## src/sv/clr_pkg.sv

```systemverilog
// shared types and constants of the clipped line rasterizer
`default_nettype none

package clr_pkg;

  // clamp limits applied to incoming rows
  localparam logic signed [7:0] Y_LOW  = -8'sd48;
  localparam logic signed [7:0] Y_HIGH = 8'sd79;

  // reset values of the clip registers
  localparam logic [7:0] CLIP_WIDTH_RESET  = 8'd128;
  localparam logic [6:0] CLIP_HEIGHT_RESET = 7'd32;

  // configuration register indexes
  localparam logic CFG_CLIP_WIDTH  = 1'b0;
  localparam logic CFG_CLIP_HEIGHT = 1'b1;

  // depth of the command queue between front and back
  localparam int unsigned QUEUE_DEPTH = 2;

  // a classified line command ready for the walker
  typedef struct packed {
    logic [6:0]        x0;
    logic signed [7:0] y0;
    logic [6:0]        x1;
    logic signed [7:0] y1;
    logic signed [7:0] dx;      // |x1 - x0|
    logic signed [7:0] dy;      // -|y1 - y0|
    logic              sx_neg;
    logic              sy_neg;
    logic signed [9:0] err;
  } line_cmd_t;

endpackage

`default_nettype wire

```

## src/sv/clipped_line_rasterizer.sv

```systemverilog
// top level of the clipped line rasterizer
// A line command is taken whenever the two-entry command queue has room; the
// walker then loads it and emits one result per cycle while not stalled,
// each with up to two points of the Bresenham walk (one when POINTS_PER_RESULT
// is 1). The walker chains two error-rule steps from the current point. Rows
// are clamped to -48..79 on input. The user must write the clip registers
// (index 0 width, index 1 height) only while the block is idle; the block
// itself does not enforce this.
`default_nettype none

module clipped_line_rasterizer #(
  parameter int unsigned POINTS_PER_RESULT = 2
) (
  input  logic              clk_i,
  input  logic              rst_ni,
  input  logic              cfg_valid_i,
  output logic              cfg_ready_o,
  input  logic              cfg_index_i,
  input  logic [7:0]        cfg_data_i,
  input  logic              in_valid_i,
  output logic              in_stall_o,
  input  logic [6:0]        start_x_i,
  input  logic signed [7:0] start_y_i,
  input  logic [6:0]        end_x_i,
  input  logic signed [7:0] end_y_i,
  output logic              out_valid_o,
  input  logic              out_stall_i,
  output logic [6:0]        first_px_x_o,
  output logic signed [7:0] first_px_y_o,
  output logic              first_px_shown_o,
  output logic              second_px_used_o,
  output logic [6:0]        second_px_x_o,
  output logic signed [7:0] second_px_y_o,
  output logic              second_px_shown_o,
  output logic              final_flag_o
);
  import clr_pkg::*;

  logic [7:0] clip_width_q;
  logic [6:0] clip_height_q;
  line_cmd_t  front_cmd;
  line_cmd_t  queue_cmd;
  logic       queue_full;
  logic       queue_valid;
  logic       queue_pop;

  assign cfg_ready_o = 1'b1;
  assign in_stall_o  = queue_full;

  always_ff @(posedge clk_i or negedge rst_ni) begin
    if (!rst_ni) begin
      clip_width_q  <= CLIP_WIDTH_RESET;
      clip_height_q <= CLIP_HEIGHT_RESET;
    end else if (cfg_valid_i && cfg_ready_o) begin
      case (cfg_index_i)
        CFG_CLIP_WIDTH:  clip_width_q  <= cfg_data_i;
        CFG_CLIP_HEIGHT: clip_height_q <= cfg_data_i[6:0];
        default: ;
      endcase
    end
  end

  clr_front u_front (
    .start_x_i (start_x_i),
    .start_y_i (start_y_i),
    .end_x_i   (end_x_i),
    .end_y_i   (end_y_i),
    .cmd_o     (front_cmd)
  );

  clr_queue u_queue (
    .clk_i       (clk_i),
    .rst_ni      (rst_ni),
    .push_i      (in_valid_i),
    .push_data_i (front_cmd),
    .full_o      (queue_full),
    .pop_i       (queue_pop),
    .valid_o     (queue_valid),
    .pop_data_o  (queue_cmd)
  );

  clr_back #(
    .POINTS_PER_RESULT (POINTS_PER_RESULT)
  ) u_back (
    .clk_i             (clk_i),
    .rst_ni            (rst_ni),
    .cmd_valid_i       (queue_valid),
    .cmd_i             (queue_cmd),
    .cmd_pop_o         (queue_pop),
    .clip_width_i      (clip_width_q),
    .clip_height_i     (clip_height_q),
    .out_valid_o       (out_valid_o),
    .out_stall_i       (out_stall_i),
    .first_px_x_o      (first_px_x_o),
    .first_px_y_o      (first_px_y_o),
    .first_px_shown_o  (first_px_shown_o),
    .second_px_used_o  (second_px_used_o),
    .second_px_x_o     (second_px_x_o),
    .second_px_y_o     (second_px_y_o),
    .second_px_shown_o (second_px_shown_o),
    .final_flag_o      (final_flag_o)
  );

endmodule

`default_nettype wire

```

## src/sv/clr_front.sv

```systemverilog
// front end: clamps the rows and sets up the walk parameters of a command
`default_nettype none

module clr_front (
  input  logic [6:0]        start_x_i,
  input  logic signed [7:0] start_y_i,
  input  logic [6:0]        end_x_i,
  input  logic signed [7:0] end_y_i,
  output clr_pkg::line_cmd_t cmd_o
);
  import clr_pkg::*;

  logic signed [7:0] y0;
  logic signed [7:0] y1;
  logic signed [7:0] dx_raw;
  logic signed [8:0] dy_raw;
  logic signed [7:0] dx_abs;
  logic signed [8:0] dy_abs;

  always_comb begin
    y0 = start_y_i;
    if (start_y_i < Y_LOW) y0 = Y_LOW;
    else if (start_y_i > Y_HIGH) y0 = Y_HIGH;
    y1 = end_y_i;
    if (end_y_i < Y_LOW) y1 = Y_LOW;
    else if (end_y_i > Y_HIGH) y1 = Y_HIGH;

    dx_raw = $signed({1'b0, end_x_i}) - $signed({1'b0, start_x_i});
    dx_abs = dx_raw[7] ? -dx_raw : dx_raw;
    dy_raw = {y1[7], y1} - {y0[7], y0};
    dy_abs = dy_raw[8] ? -dy_raw : dy_raw;

    cmd_o.x0     = start_x_i;
    cmd_o.y0     = y0;
    cmd_o.x1     = end_x_i;
    cmd_o.y1     = y1;
    cmd_o.dx     = dx_abs;
    cmd_o.dy     = 8'(-dy_abs);
    cmd_o.sx_neg = !(start_x_i < end_x_i);
    cmd_o.sy_neg = !(y0 < y1);
    cmd_o.err    = {{2{dx_abs[7]}}, dx_abs} + 10'(-dy_abs);
  end

endmodule

`default_nettype wire

```

## src/sv/clr_queue.sv

```systemverilog
// short command queue between the front end and the walker
`default_nettype none

module clr_queue (
  input  logic               clk_i,
  input  logic               rst_ni,
  input  logic               push_i,
  input  clr_pkg::line_cmd_t push_data_i,
  output logic               full_o,
  input  logic               pop_i,
  output logic               valid_o,
  output clr_pkg::line_cmd_t pop_data_o
);
  import clr_pkg::*;

  localparam int unsigned PtrW = (QUEUE_DEPTH > 1) ? $clog2(QUEUE_DEPTH) : 1;
  localparam int unsigned CntW = $clog2(QUEUE_DEPTH + 1);

  line_cmd_t         mem_q [QUEUE_DEPTH];
  logic [PtrW-1:0]   wr_ptr_q, wr_ptr_d;
  logic [PtrW-1:0]   rd_ptr_q, rd_ptr_d;
  logic [CntW-1:0]   count_q, count_d;
  logic              do_push;
  logic              do_pop;

  assign full_o     = (count_q == CntW'(QUEUE_DEPTH));
  assign valid_o    = (count_q != '0);
  assign pop_data_o = mem_q[rd_ptr_q];
  assign do_push    = push_i && !full_o;
  assign do_pop     = pop_i && valid_o;

  function automatic logic [PtrW-1:0] ptr_next(logic [PtrW-1:0] p);
    ptr_next = (p == PtrW'(QUEUE_DEPTH - 1)) ? '0 : p + 1'b1;
  endfunction

  always_comb begin
    wr_ptr_d = do_push ? ptr_next(wr_ptr_q) : wr_ptr_q;
    rd_ptr_d = do_pop ? ptr_next(rd_ptr_q) : rd_ptr_q;
    count_d  = count_q;
    if (do_push && !do_pop) count_d = count_q + 1'b1;
    else if (do_pop && !do_push) count_d = count_q - 1'b1;
  end

  always_ff @(posedge clk_i or negedge rst_ni) begin
    if (!rst_ni) begin
      wr_ptr_q <= '0;
      rd_ptr_q <= '0;
      count_q  <= '0;
    end else begin
      wr_ptr_q <= wr_ptr_d;
      rd_ptr_q <= rd_ptr_d;
      count_q  <= count_d;
    end
  end

  always_ff @(posedge clk_i) begin
    if (do_push) mem_q[wr_ptr_q] <= push_data_i;
  end

endmodule

`default_nettype wire

```

## src/sv/clr_back.sv

```systemverilog
// back end: bresenham walker that packs points into result transfers
`default_nettype none

module clr_back #(
  parameter int unsigned POINTS_PER_RESULT = 2
) (
  input  logic               clk_i,
  input  logic               rst_ni,
  input  logic               cmd_valid_i,
  input  clr_pkg::line_cmd_t cmd_i,
  output logic               cmd_pop_o,
  input  logic [7:0]         clip_width_i,
  input  logic [6:0]         clip_height_i,
  output logic               out_valid_o,
  input  logic               out_stall_i,
  output logic [6:0]         first_px_x_o,
  output logic signed [7:0]  first_px_y_o,
  output logic               first_px_shown_o,
  output logic               second_px_used_o,
  output logic [6:0]         second_px_x_o,
  output logic signed [7:0]  second_px_y_o,
  output logic               second_px_shown_o,
  output logic               final_flag_o
);
  import clr_pkg::*;

  localparam bit TwoSlots = (POINTS_PER_RESULT >= 2);

  typedef struct packed {
    logic [6:0]        x;
    logic signed [7:0] y;
    logic signed [9:0] err;
  } walk_pt_t;

  line_cmd_t cmd_q, cmd_d;
  walk_pt_t  pt_q, pt_d;
  logic      busy_q, busy_d;

  logic      out_valid_q, out_valid_d;
  logic [6:0]        fx_q, fx_d, sx_q, sx_d;
  logic signed [7:0] fy_q, fy_d, sy_q, sy_d;
  logic      fshow_q, fshow_d, sused_q, sused_d, sshow_q, sshow_d, fin_q, fin_d;

  walk_pt_t  pt_b, pt_c;
  logic      done_a, done_b, emit;

  // one error-rule step from a point
  function automatic walk_pt_t step(walk_pt_t p, line_cmd_t c);
    logic signed [10:0] e2;
    walk_pt_t           n;
    e2 = {p.err, 1'b0};
    n  = p;
    if (e2 >= 11'(c.dy)) begin
      n.err = n.err + 10'(c.dy);
      n.x   = c.sx_neg ? p.x - 1'b1 : p.x + 1'b1;
    end
    if (e2 <= 11'(c.dx)) begin
      n.err = n.err + 10'(c.dx);
      n.y   = c.sy_neg ? p.y - 8'sd1 : p.y + 8'sd1;
    end
    step = n;
  endfunction

  function automatic logic shown(logic [6:0] x, logic signed [7:0] y,
                                 logic [7:0] w, logic [6:0] h);
    shown = ({1'b0, x} < w) && !y[7] && (y[6:0] < h);
  endfunction

  assign cmd_pop_o = !busy_q && cmd_valid_i;
  assign emit      = busy_q && (!out_valid_q || !out_stall_i);

  always_comb begin
    pt_b   = step(pt_q, cmd_q);
    pt_c   = step(pt_b, cmd_q);
    done_a = (pt_q.x == cmd_q.x1) && (pt_q.y == cmd_q.y1);
    done_b = (pt_b.x == cmd_q.x1) && (pt_b.y == cmd_q.y1);

    cmd_d       = cmd_q;
    pt_d        = pt_q;
    busy_d      = busy_q;
    out_valid_d = out_valid_q && out_stall_i;
    fx_d = fx_q; fy_d = fy_q; fshow_d = fshow_q;
    sused_d = sused_q; sx_d = sx_q; sy_d = sy_q; sshow_d = sshow_q; fin_d = fin_q;

    if (cmd_pop_o) begin
      cmd_d  = cmd_i;
      pt_d.x = cmd_i.x0;
      pt_d.y = cmd_i.y0;
      pt_d.err = cmd_i.err;
      busy_d = 1'b1;
    end else if (emit) begin
      out_valid_d = 1'b1;
      fx_d    = pt_q.x;
      fy_d    = pt_q.y;
      fshow_d = shown(pt_q.x, pt_q.y, clip_width_i, clip_height_i);
      if (TwoSlots && !done_a) begin
        sused_d = 1'b1;
        sx_d    = pt_b.x;
        sy_d    = pt_b.y;
        sshow_d = shown(pt_b.x, pt_b.y, clip_width_i, clip_height_i);
        fin_d   = done_b;
        pt_d    = pt_c;
        busy_d  = !done_b;
      end else begin
        // odd point count or single slot: second slot stays empty
        sused_d = 1'b0;
        sx_d    = '0;
        sy_d    = '0;
        sshow_d = 1'b0;
        fin_d   = done_a;
        pt_d    = pt_b;
        busy_d  = !done_a;
      end
    end
  end

  always_ff @(posedge clk_i or negedge rst_ni) begin
    if (!rst_ni) begin
      busy_q      <= 1'b0;
      out_valid_q <= 1'b0;
    end else begin
      busy_q      <= busy_d;
      out_valid_q <= out_valid_d;
    end
  end

  always_ff @(posedge clk_i) begin
    cmd_q   <= cmd_d;
    pt_q    <= pt_d;
    fx_q    <= fx_d;
    fy_q    <= fy_d;
    fshow_q <= fshow_d;
    sused_q <= sused_d;
    sx_q    <= sx_d;
    sy_q    <= sy_d;
    sshow_q <= sshow_d;
    fin_q   <= fin_d;
  end

  assign out_valid_o       = out_valid_q;
  assign first_px_x_o      = fx_q;
  assign first_px_y_o      = fy_q;
  assign first_px_shown_o  = fshow_q;
  assign second_px_used_o  = sused_q;
  assign second_px_x_o     = sx_q;
  assign second_px_y_o     = sy_q;
  assign second_px_shown_o = sshow_q;
  assign final_flag_o      = fin_q;

endmodule

`default_nettype wire

```

## config.mk

```make
export PLATFORM = sky130hd
export DESIGN_NAME = clipped_line_rasterizer
export DESIGN_NICKNAME = d
export VERILOG_FILES = /design/src/sv/clr_pkg.sv /design/src/sv/clipped_line_rasterizer.sv /design/src/sv/clr_front.sv /design/src/sv/clr_queue.sv /design/src/sv/clr_back.sv
export SDC_FILE = /design/constraint.sdc
export NUM_CORES = 1
export LEC_CHECK = 0
export BUFFER_PORTS_ARGS = -buffer_cell sky130_fd_sc_hd__buf_2
export CORE_ASPECT_RATIO = 1.4
export CORE_MARGIN = 2
export CORE_UTILIZATION = 65
export CTS_CLUSTER_DIAMETER = 150
export DETAILED_ROUTE_END_ITERATION = 10
export PLACE_DENSITY = 0.84
export SETUP_SLACK_MARGIN = 0.4
export SLEW_MARGIN = 30
export SYNTH_ARGS = -nofsm -noshare
export SYNTH_HDL_FRONTEND = slang
export SYNTH_SLANG_ARGS = --single-unit
export TNS_END_PERCENT = 10
```

## constraint.sdc

```tcl
create_clock -name clk_i -period 12.2 [get_ports clk_i]
set_input_delay 1.83 -clock clk_i [delete_from_list [all_inputs] [get_ports clk_i]]
set_output_delay 1.83 -clock clk_i [all_outputs]
set_load 0.03 [all_outputs]
```

# Word level (Yosys, flattened, before mapping)
# Memories as Yosys holds them, arrays and structs flattened.
# Index checks and enable logic that the tools add are counted.
# op_classes
n_reduce_logical	32
n_addsub	23
bitwise_logic	2
n_mux	31
n_eq_ne	5
n_lt_le_gt_ge	14
# op_table
cell	n
$mux 25	3
$mux 8	7
$add 10x8->10	4
$mux 18	2
$mux 7	4
$ge 11x8->1	2
$le 11x8->1	2
$lt 7x7->1	3
$mux 10	2
$add 8x2->8 const B	2
$eq 8x8->1	2
$gt 8x8->1 const B	2
$lt 7x8->1	2
$lt 8x7->1 const B	2
$neg 8->8	2
$sub 8x2->8 const B	2
$add 7x1->7 const B	2
$eq 7x7->1	2
$sub 7x1->7 const B	2
$logic_and 1x1->1	13
$logic_not 1->1	12
$add 10x10->10	1
$mux 1	10
$neg 9->10	1
14 further kinds	21
# word_totals
in_bits	44
memories	1
word_cells	132
output_inout_bits	37
regBits	113
ram_bits	116
# memory_table
name	depth	width	rd	rd_ports_with_merged_regs	write_ports	line	source
u_queue.mem_q	2	58	1	0	1	clr_queue.sv:19	line_cmd_t mem_q [QUEUE_DEPTH];

# Longest topological paths before layout
# logic_depth
word_depth	11
ltp_mapped	38
mapped_depth_nobuf	35

# Modules after synthesis
# A second synthesis with hierarchy kept.
# hier_totals
cells_unflattened	1466
hier_area_um2	16017.9
# modules_own_cells
mod	instances	area_each_um2	seq_area_each_um2	cells_per_inst
clr_back	1	9034.9	2812.7	952
clr_queue	1	4429.2	3583.4	200
clr_front	1	1934.4	0.0	279
clipped_line_rasterizer	1	619.3	377.9	35

# Worst setup path before layout
# OpenSTA, ideal clock, no wires.
# synth_timing
path_type	reg2reg
from	reg u_back.cmd_q[19] in the netlist's numbering
to	reg u_back.pt_q[9] in the netlist's numbering (data pin)
slack_ns	4.279
n_path_buf	2
stages_incl_launch_ff	35
period_less_slack_ns	7.921
required_ns	11.937
setup_time_ns	0.263
arrival_time_ns	7.659
cell_sequence	edfxtp_1 inv_1 ha_1 a21oi_1 nor2b_1 o31a_1 nor2_1 mux2i_1 inv_1 ha_1 a21o_1 a21oi_1 o21ai_0 o211a_1 o21a_1 o21a_1 or3_1 xnor2_1 ha_1 nor3b_1 nand2b_1 o21ai_0 clkbuf_1 clkbuf_1 mux2_2 ha_1 a21o_1 a21oi_1 o21ai_0 o211a_1 o21a_1 o311ai_0 xnor2_1 a32oi_1 nand3_1
# synth_lines
element	line	source
from (decl)	clr_back.sv:35	line_cmd_t cmd_q, cmd_d;
from (signal assigned)	clr_back.sv:128	cmd_q <= cmd_d;
to (signal assigned)	clr_back.sv:129	pt_q <= pt_d;
to (decl)	clr_back.sv:36	walk_pt_t pt_q, pt_d;

==> out/metrics.cfg <==
[synth]
synth-edff-count=208
synth_mux_area_share_pct=6.09
post_synth_xor_area_fraction_pct=7.19
ys_dominant_reg_cell=edfxtp_1
synth_top_family_by_area=adder cells
synth_fa_ha_area_share_pct=14.3
avgSynthCellArea_um2=11.2
synthSimpleGateAreaFrac_pct=9.03
yosysWarnings=0
async_flop_share_pct=9.17
synth_nets=1527
syn-instance-count=1321
synth-seq-cells=229
ys_seq_area_share_pct=45.7
yosysUniqueCellTypes=81
synth_compound_area_share_pct=14.2
synth_area_mm2=0.0148

[placement]
gp_congestion=0.953
io_buffers=79
dp_cells=1682
post-dp-hpwl_mm=25.1
pre_cts_ws_ns=3.35

[floorplan]
core_mm2=0.0224
ios=81
die_width_um=132
rows=65
start_util_pct=66.0
dieArea_mm2=0.0240
dieHeight_um=183

[setup_path]
slowest_delay_ns=0.69
worstReg2RegStart=u_back.cmd_q[19]
critical_path_peak_fanout=20
worstPathArrival_ns=9.35
critPathSlowestCell=nor2_1
rr_worst_depth=33
reg2reg_slack_ns=3.12
cp-end-kind=flip-flop
cp-start-kind=flip-flop
reg2reg_to=u_back.pt_q[9]
crit_required_ns=12.47
path_class=reg -> reg

[clock_tree]
cts_buffer_depth=3
post_cts_resized=0
cts_made_buffers=23
insertion_delay_ns=0.53
clockRootBuffer=clkbuf_16
clkSinkCount=229
cts_setup_buffers=0
clkTransAtPathRegs_ns=0.07
cts_tree=built
holdBufCountCts=0
htreeDepth=1

[grt]
grt_start_max_net_pins=63
grt_pass1_vias=10633
overflow=0
gr-usage-all-layers_pct=28.5
antenna_found_initial=0
grt_pass1_wl_mm=54.6

[finish]
finalNonFillerCells=1725
area_growth_pct=10.3
layout_commonest_cell=edfxtp_1
num-nets-final=1613
layout_common_cells=208 x edfxtp_1, 151 x ha_1, 102 x inv_1, 90 x xnor2_1
layout-drive-gt1-share_pct=14.7
n_antenna_cell=0

[timing]
timing.final.crit_share_pct=74.4
timing.fmax_ghz=0.110
setup_violations=0
skew_ns=0.0170
rsz0062_at_grt=no
hold_viol_final=0
worst_slew_pin_slew_ns=0.883
setup_ws_ns=3.12
setup-tns-final_ns=0
relSlewSlack_pct=41.1
drv_slew=0
fin_crit_ns=9.08

[route]
drt-initial-drc-count=703
first_pass_iters=5
drc=0
wl_per_cell_um=19.8
drtAntennaViolNets=0
vias_per_cell=6.13
vias=10566
routed_wl_mm=34.1

[status]
run_status=finished, final reports clean

[worst_hold_path]
worst_hold_path_type=reg -> reg
hold_path.startpoint=clip_height_q[4]
hold_path_depth=1
hold_path_end=clip_height_q[4]

[flow_run]
cap_violations=0

==> routing by layer <==
layer | GRT usage, % | part of all wire [%] | up-vias
li1 | - | - | 5034
met1 | 35.1 | 39 | 5065
met2 | 50.8 | 51 | 372
met3 | 2.67 | 5.3 | 95
met4 | 12.9 | 4.7 | 0
met5 | 0 | 0 | -
==> registers in the layout, indices dropped and copies added (netlist names), 7 cells and up <==
register,count
u_back.second_px_x_o,7
u_back.cmd_q,33
u_queue.mem_q,116
u_back.first_px_x_o,7
u_back.pt_q,25
u_back.first_px_y_o,8
u_back.second_px_y_o,8
clip_width_q,8
clip_height_q,7
==> final cells by class <==
| type | instances | area (um^2) |
|---|---|---|
| Multi-Input combinational cell | 961 | 7560 |
| Clock inverter | 14 | 161 |
| Inverter | 103 | 387 |
| Clock buffer | 28 | 614 |
| Fill cell | 1486 | 6100 |
| Timing Repair Buffer | 89 | 470 |
| Sequential cell | 229 | 6780 |
| Tap cell | 301 | 377 |
==> cells by family (layout without fill, tap and decap cells) <==
| logic type | count (synthesis) | in the layout |
|---|---|---|
| AO/OA/AOI/OAI | 320 | 320 |
| XOR/XNOR | 120 | 120 |
| adder cells (fa/ha/maj) | 163 | 163 |
| buffers and inverters | 131 | 234 |
| flip-flops | 229 | 229 |
| multiplexers | 83 | 83 |
| other | 1 | 1 |
| AND/OR/NAND/NOR | 274 | 274 |
==> worst max-delay path by stage <==
| stage | from | depth (start not counted) | slack [ns] | end |
|---|---|---|---|---|
| finish | u_back.cmd_q[19] | 33 | 3.12 | u_back.pt_q[9] |
| global placement | u_back.cmd_q[19] | 33 | 3.66 | u_back.pt_q[9] |
| floorplan | u_back.cmd_q[19] | 34 | 4.28 | u_back.pt_q[9] |
| global route | u_back.cmd_q[19] | 33 | 2.63 | u_back.pt_q[9] |
| detailed placement | u_back.cmd_q[19] | 33 | 3.35 | u_back.pt_q[9] |
| CTS | u_back.cmd_q[19] | 33 | 3.24 | u_back.pt_q[9] |
==> critical path: cells and delay by family, from the launching register on <==
family                     cells  cell delay (ns)
AOI/OAI and AO/OA             18             4.28
DFF                            1             0.46
xor gates and xnor gates       2             0.53
and+or+nand+nor                5             1.37
muxes                          1             0.32
adders and majority gates      4             1.30
buffers and inverters          3             0.59
==> cells in the mapped netlist (5+ instances only) <==
master    instances  area [um^2]
o211ai_1          5         37.5
nor2_1           83          312
nand2b_1         20          125
nor3_1           12         60.1
nor2b_1          19          119
ha_1            151         1890
nand3_1           8         40.0
inv_1           102          383
a21oi_1          80          400
nand2_1          78          293
o21ai_0          82          410
a211oi_1         21          158
o31ai_1           6         45.0
o21a_1           13         97.6
or3_1             8         50.1
a21boi_0          8         60.1
xor2_1           29          254
clkbuf_1         21         78.8
nand4_1           9         56.3
o22ai_1           9         56.3
o21bai_1         15          113
a221oi_1          6         52.6
edfxtp_1        208         6250
xnor2_1          90          788
dfrtp_1          19          475
a21o_1           32          240
fa_1             11          220
mux2_2           57          642
nand3b_1          5         37.5
mux2i_1          26          260
==> through the flow <==
step,hold slack (ns),utilization [%],area [um^2]
floorplan,0.458,-,14800
global placement,0.484,69.3,15600
detailed placement,0.500,69.3,15600
CTS,0.522,72.8,16300
global route,0.549,72.8,16300
finish,0.523,72.8,16300
Power is left out: the tool's default activity adds up to more than one toggle a clock period on the data nets, which glitch-free logic cannot reach.
